## config.mk

```make
export PLATFORM = sky130hd
export DESIGN_NAME = atf_div
export DESIGN_NICKNAME = d
export VERILOG_FILES = /design/src/rtl/atf_div.sv
export SDC_FILE = /design/constraint.sdc
export NUM_CORES = 1
export LEC_CHECK = 0
export ABC_CLOCK_PERIOD_IN_PS = 5500
export BUFFER_PORTS_ARGS = -buffer_cell sky130_fd_sc_hd__buf_2
export CELL_PAD_IN_SITES_DETAIL_PLACEMENT = 1
export CELL_PAD_IN_SITES_GLOBAL_PLACEMENT = 1
export CORE_ASPECT_RATIO = 1.75
export CORE_MARGIN = 2
export CORE_UTILIZATION = 43
export CTS_CLUSTER_SIZE = 14
export DETAILED_ROUTE_END_ITERATION = 8
export PLACE_DENSITY = 0.85
export SETUP_SLACK_MARGIN = 0.15
export SLEW_MARGIN = 20
export SYNTH_ARGS = -nofsm -noshare
export SYNTH_HDL_FRONTEND = slang
export SYNTH_SLANG_ARGS = --single-unit
```

## constraint.sdc

```tcl
create_clock -name clk -period 5.5 [get_ports clk]
set_input_delay 0.825 -clock clk [delete_from_list [all_inputs] [get_ports clk]]
set_output_delay 0.825 -clock clk [all_outputs]
set_load 0.05 [all_outputs]
```

## src/rtl/atf_div.sv

```systemverilog
// Restoring divider, one quotient bit per cycle, for the average block size.
// No package dependencies.
`default_nettype none

module atf_div #(
    parameter int DIVD_W = 36,
    parameter int DIVS_W = 11
) (
    input  wire logic              clk,
    input  wire logic              rst_n,
    input  wire logic              start,
    input  wire logic [DIVD_W-1:0] dividend,
    input  wire logic [DIVS_W-1:0] divisor,
    output logic                   done,
    output logic      [DIVD_W-1:0] quotient
);

    localparam int CW = $clog2(DIVD_W + 1);

    logic [DIVD_W-1:0] quo_reg, quo_next;
    logic [DIVS_W-1:0] rem_reg, rem_next;
    logic [CW-1:0]     cnt_reg, cnt_next;
    logic              busy_reg, busy_next;
    logic              done_reg, done_next;
    logic [DIVS_W:0]   rem_sh;
    logic [DIVS_W:0]   rem_sub;
    logic              fits;

    // Shift in next dividend bit and try subtracting
    always_comb
    begin
        rem_sh  = {rem_reg, quo_reg[DIVD_W-1]};
        fits    = (rem_sh >= {1'b0, divisor});
        rem_sub = rem_sh - {1'b0, divisor};
    end

    // Advance one step per cycle
    always_comb
    begin
        quo_next  = quo_reg;
        rem_next  = rem_reg;
        cnt_next  = cnt_reg;
        busy_next = busy_reg;
        done_next = 1'b0;
        if (start)
        begin
            quo_next  = dividend;
            rem_next  = '0;
            cnt_next  = CW'(DIVD_W);
            busy_next = 1'b1;
        end
        else if (busy_reg)
        begin
            quo_next = {quo_reg[DIVD_W-2:0], fits};
            rem_next = fits ? rem_sub[DIVS_W-1:0] : rem_sh[DIVS_W-1:0];
            cnt_next = cnt_reg - CW'(1);
            if (cnt_reg == CW'(1))
            begin
                busy_next = 1'b0;
                done_next = 1'b1;
            end
        end
    end

    always_ff @(posedge clk or negedge rst_n)
    begin
        if (!rst_n)
        begin
            quo_reg  <= '0;
            rem_reg  <= '0;
            cnt_reg  <= '0;
            busy_reg <= 1'b0;
            done_reg <= 1'b0;
        end
        else
        begin
            quo_reg  <= quo_next;
            rem_reg  <= rem_next;
            cnt_reg  <= cnt_next;
            busy_reg <= busy_next;
            done_reg <= done_next;
        end
    end

    assign done     = done_reg;
    assign quotient = quo_reg;

endmodule

`default_nettype wire

```

Word-level counts from Yosys, hierarchy flattened
Index checks and enable logic that the tools add are counted.
Widths: inputs -> output; s select.
Word-level totals
  output and inout port bits: 37
  memories kept: 0
  input bits: 50
  memory bits (writable): 0
  flip-flop bits (word level): 55
  word-level logic and storage cells: 23
  latch bits: 0
  memory bits (read-only): 0
Cells by class
  shifts and indexed selects: 0
  $add $sub $neg: 2
  $lt $le $gt $ge: 1
  mux-type cells: 13
  div/mod/pow operators: 0
  bitwise gates (word level): 0
  reductions and logical operators: 1
  multipliers: 0
  eq/ne operators: 1
Operator list (number)
  $mux 36: 2
  $mux 11: 3
  $ge 12x11->1: 1
  $mux 6: 2
  $sub 11x11->11: 1
  $eq 6x1->1 const B: 1
  $mux 1: 6
  $sub 6x1->6 const B: 1
  $reduce_bool 2->1: 1

Logic depth before layout (Yosys ltp)
  word-level depth: 4
  gate-level depth with buffers: 11
  depth with buffers taken out: 10

Worst setup path before layout
OpenSTA, ideal clock, no wires.
  kind: input port to flip-flop
  from: input divisor[0]
  to: register rem_reg[0]
  cell stages on the path: 10
  library setup time: 0.096 ns
  arrival: 2.607 ns
  path slack: 2.797 ns
  data required time: 5.404 ns
  path buffers: 1
  path through: ha_1 inv_1 fa_1 a211oi_2 o21ai_2 a31oi_4 o21a_2 buf_6 nand2_1 a311oi_2
Between the ends
  cells in the longest elaborated chain, start to end: 4
  elaborated cells between the ends (all ways): 5
Ends and longest elaborated chain
  start, declared: RTL line 13  | input wire logic [DIVS_W-1:0] divisor,
  $sub 11x11->11 or $ge 12x11->1 (tied branches): RTL line 34, 33
  $mux 11 (*): RTL line 55  | rem_next = fits ? rem_sub[DIVS_W-1:0] : rem_sh[DIVS_W-1:0];
  $mux 11 (*): RTL line 52  | else if (busy_reg)
  $mux 11 (*): RTL line 45  | if (start)
  end signal, assigned: RTL line 78  | rem_reg <= rem_next;
  end, declared: RTL line 21  | logic [DIVS_W-1:0] rem_reg, rem_next;
Mark *: on every way between the ends. The rest lies on a longest branch, timed or not. The select of a mux whose other input is x is not followed.
A chain may end at the register's enable or synchronous reset.

Worst setup path after layout
  from: input divisor[0]
  to: register rem_reg[6]
Same word-level chain as after synthesis.

==> flow_summary.ini <==
[detailed_routing]
drtPass1Iterations = 4
wl_mm = 8.111
wl_per_cell_um = 16.35
drcViolationCount = 0
drtIter0Drc = 85
num_vias = 2707
avgViaCountPerCell = 5.458
route.antenna.remaining_nets = 0

[sta]
rsz0062_at_grt = false
clock.fmax_mhz = 366.8
finalHoldViolations = 0
fin_tns_setup_ns = 0
slew_viol_final = 0
fin_worst_skew_ns = 0.008827
post-route-period-util_pct = 49.57
worst_pin_slew_ns = 0.7852
finalWorstSetupSlack_ns = 2.774
period_needed_ns = 2.726
max_slew_margin_pct = 47.65
setup_violations = 0

[setup_path]
worstPathArrival_ns = 2.91
cp.required_ns = 5.69
path_max_fanout = 11
rr_worst_depth = 10
slowest_stage = fa_1
r2r_end = rem_reg[6]
r2r-start = quotient[35]
path_delay_family = compound AO/OA/AOI/OAI gates
startpoint_type = input pin
path_buf_inv = 2
endpoint_kind = flip-flop
crit_chain = buf_2 -> ha_1 -> inv_1 -> fa_1 -> a211oi_2 -> o21ai_2 -> a31oi_4 -> o21a_2 -> nand2_1 -> a311oi_2
rrSetupSlack_ns = 2.89
max_stage_delay_ns = 0.41
path_class = input pin to flip-flop

[clock_network]
cts_made_buffers = 5
cts_num_sinks = 55
cts-resized-gates = 0
clk_pin_slew_ns = 0.06
cts_hold_buf = 0
ctsLongestPathBuffers = 2
cts_tree = done
cts.htree.levels = 2
clock_latency_ns = 0.30
clockRootBuffer = clkbuf_16
postCtsSetupRepairBufs = 0

[yosys]
asyncSetResetFlopFracSynth_pct = 100.0
syn_area_sq_um = 3201
post-synth-top-count-cell = dfrtp_1
synth_seq_area_share_pct = 43.00
ys_top_cells_by_area = dfrtp_1 (43%), mux2i_1 (12%), nand2_1 (6.3%)
yosysTopAreaCell = dfrtp_1
ys_types = 41
ys.flop_type = dfrtp_1
synth_nets = 398
synthCells = 334
yosysWarnings = 0
synth_commonest_cells = dfrtp_1 (55), nand2_1 (54), o21ai_0 (38)
synth_edf_count = 0
yosysTopAreaCellShare_pct = 43.00
synth_seq_cells = 55
postSynthAreaPerCell_sq_um = 9.583

[layout]
n_antenna_cell = 0
largest_reg_flops = 36
fillers = 872
area_growth_pct = 18.92
layout.nets = 474
layout-drive-gt1-share_pct = 26.59

[die]
die_h_um = 118.1
start_util_pct = 44.25
ioPinCount = 87
die_w_um = 69.22
rows = 41
core-area_sq_um = 7233
die-area_sq_um = 8176

[placed_design]
dp_hpwl_mm = 6.094
place_worst_setup_slack_ns = 2.459
portBuffers = 86
gp_congestion = 0.7933

[global_routing]
grt.total_usage_pct = 21.23
grt_pass1_wl_mm = 13.96
grt_overflow = 0
antenna_found_initial = 0
grt_pass1_vias = 2944
grt_max_degree = 56

[flow_run]
cap_viol_max_count = 0

[min_path]
hold_path.class = flip-flop to flip-flop
hp-start = cnt_reg[4]
holdPathStages = 2
holdPathEnd = cnt_reg[4]

[power_and_ir_drop]
power_density_nw_per_um2 = 394.6
p_leak_uw = 0.002072
max-vdd-ir-drop_v = 0.0001773

[outcome]
outcome = complete, no violations
-- cells in the final DEF, fill, tap and decap left out, drive strengths merged, types with 4 or more instances in the layout --
cell    netlist  layout
o21a          4       4
and3          5       5
xnor2         8       8
dfrtp        55      55
nor2         23      23
buf           6      89
a21oi         8       8
nand2b        5       5
o211ai        5       5
clkbuf       14       7
ha           13      13
a311oi        8       8
nand2        54      54
mux2i        37      37
inv          17      17
o21ai        43      43
-- worst max path at each step --
stage                     startpoint    endpoint  depth (start not counted)
after floorplan           divisor[0]  rem_reg[0]                         10
after global placement    divisor[0]  rem_reg[9]                         10
after detailed placement  divisor[0]  rem_reg[6]                         10
after CTS                 divisor[0]  rem_reg[6]                         10
after global routing      divisor[0]  rem_reg[9]                         10
final                     divisor[0]  rem_reg[6]                         10
-- layer usage --
| metal | routed length (um) | vias up | GRT usage [%] |
|---|---|---|---|
| met5 | 0 | - | 0 |
| met4 | 209 | 0 | 8.333 |
| met1 | 2866 | 1329 | 21.57 |
| met2 | 4792 | 58 | 42.25 |
| li1 | - | 1304 | - |
| met3 | 242 | 16 | 2.643 |
-- final cells by class --
class	count	area, sq um	area share, %
Clock buffer	7	132.6	3.485
Tap cell	86	107.6	2.827
Sequential cell	55	1378	36.19
Multi-Input combinational cell	242	1672	43.92
Inverter	17	63.81	1.677
Timing Repair Buffer	89	452.9	11.90
-- report_power, final --
group / internal, uW / switching (uW)
sequential: 470 / 65.0
combinational: 253 / 407
clock: 167 / 140
total: 890 / 612
-- worst register-to-register path, stage by stage (launching register included) --
cell	delay (ns)
dfrtp_1	0.42
inv_1	0.07
ha_1	0.15
inv_1	0.05
fa_1	0.41
a211oi_2	0.35
o21ai_2	0.12
a31oi_4	0.21
o21a_2	0.31
nand2_1	0.12
a311oi_2	0.27
-- kinds of logic after synthesis --
family                   Yosys count  synth area share (%)
flip-flops                        55                 43.00
multiplexers                      37                 11.57
XOR/XNOR                          11                 3.010
adder cells (fa/ha/maj)           14                 5.708
AND/OR/NAND/NOR                   97                 13.21
buffers and inverters             37                 4.769
AO/OA/AOI/OAI                     83                 18.73
-- through the flow --
step	instances	instance area (sq um)	power (uW)	hold slack (ns)	util (%)
2_1_floorplan	334	3201	1048	0.4879	-
3_3_place_gp	489	3674	1175	0.5038	50.79
3_5_place_dp	489	3674	1207	0.5464	50.79
4_1_cts	496	3806	1517	0.5846	52.62
5_1_grt	496	3806	1607	0.6023	52.62
6_report	496	3806	1502	0.5784	52.62
No activity file was read; power rests on OpenSTA's default activity.
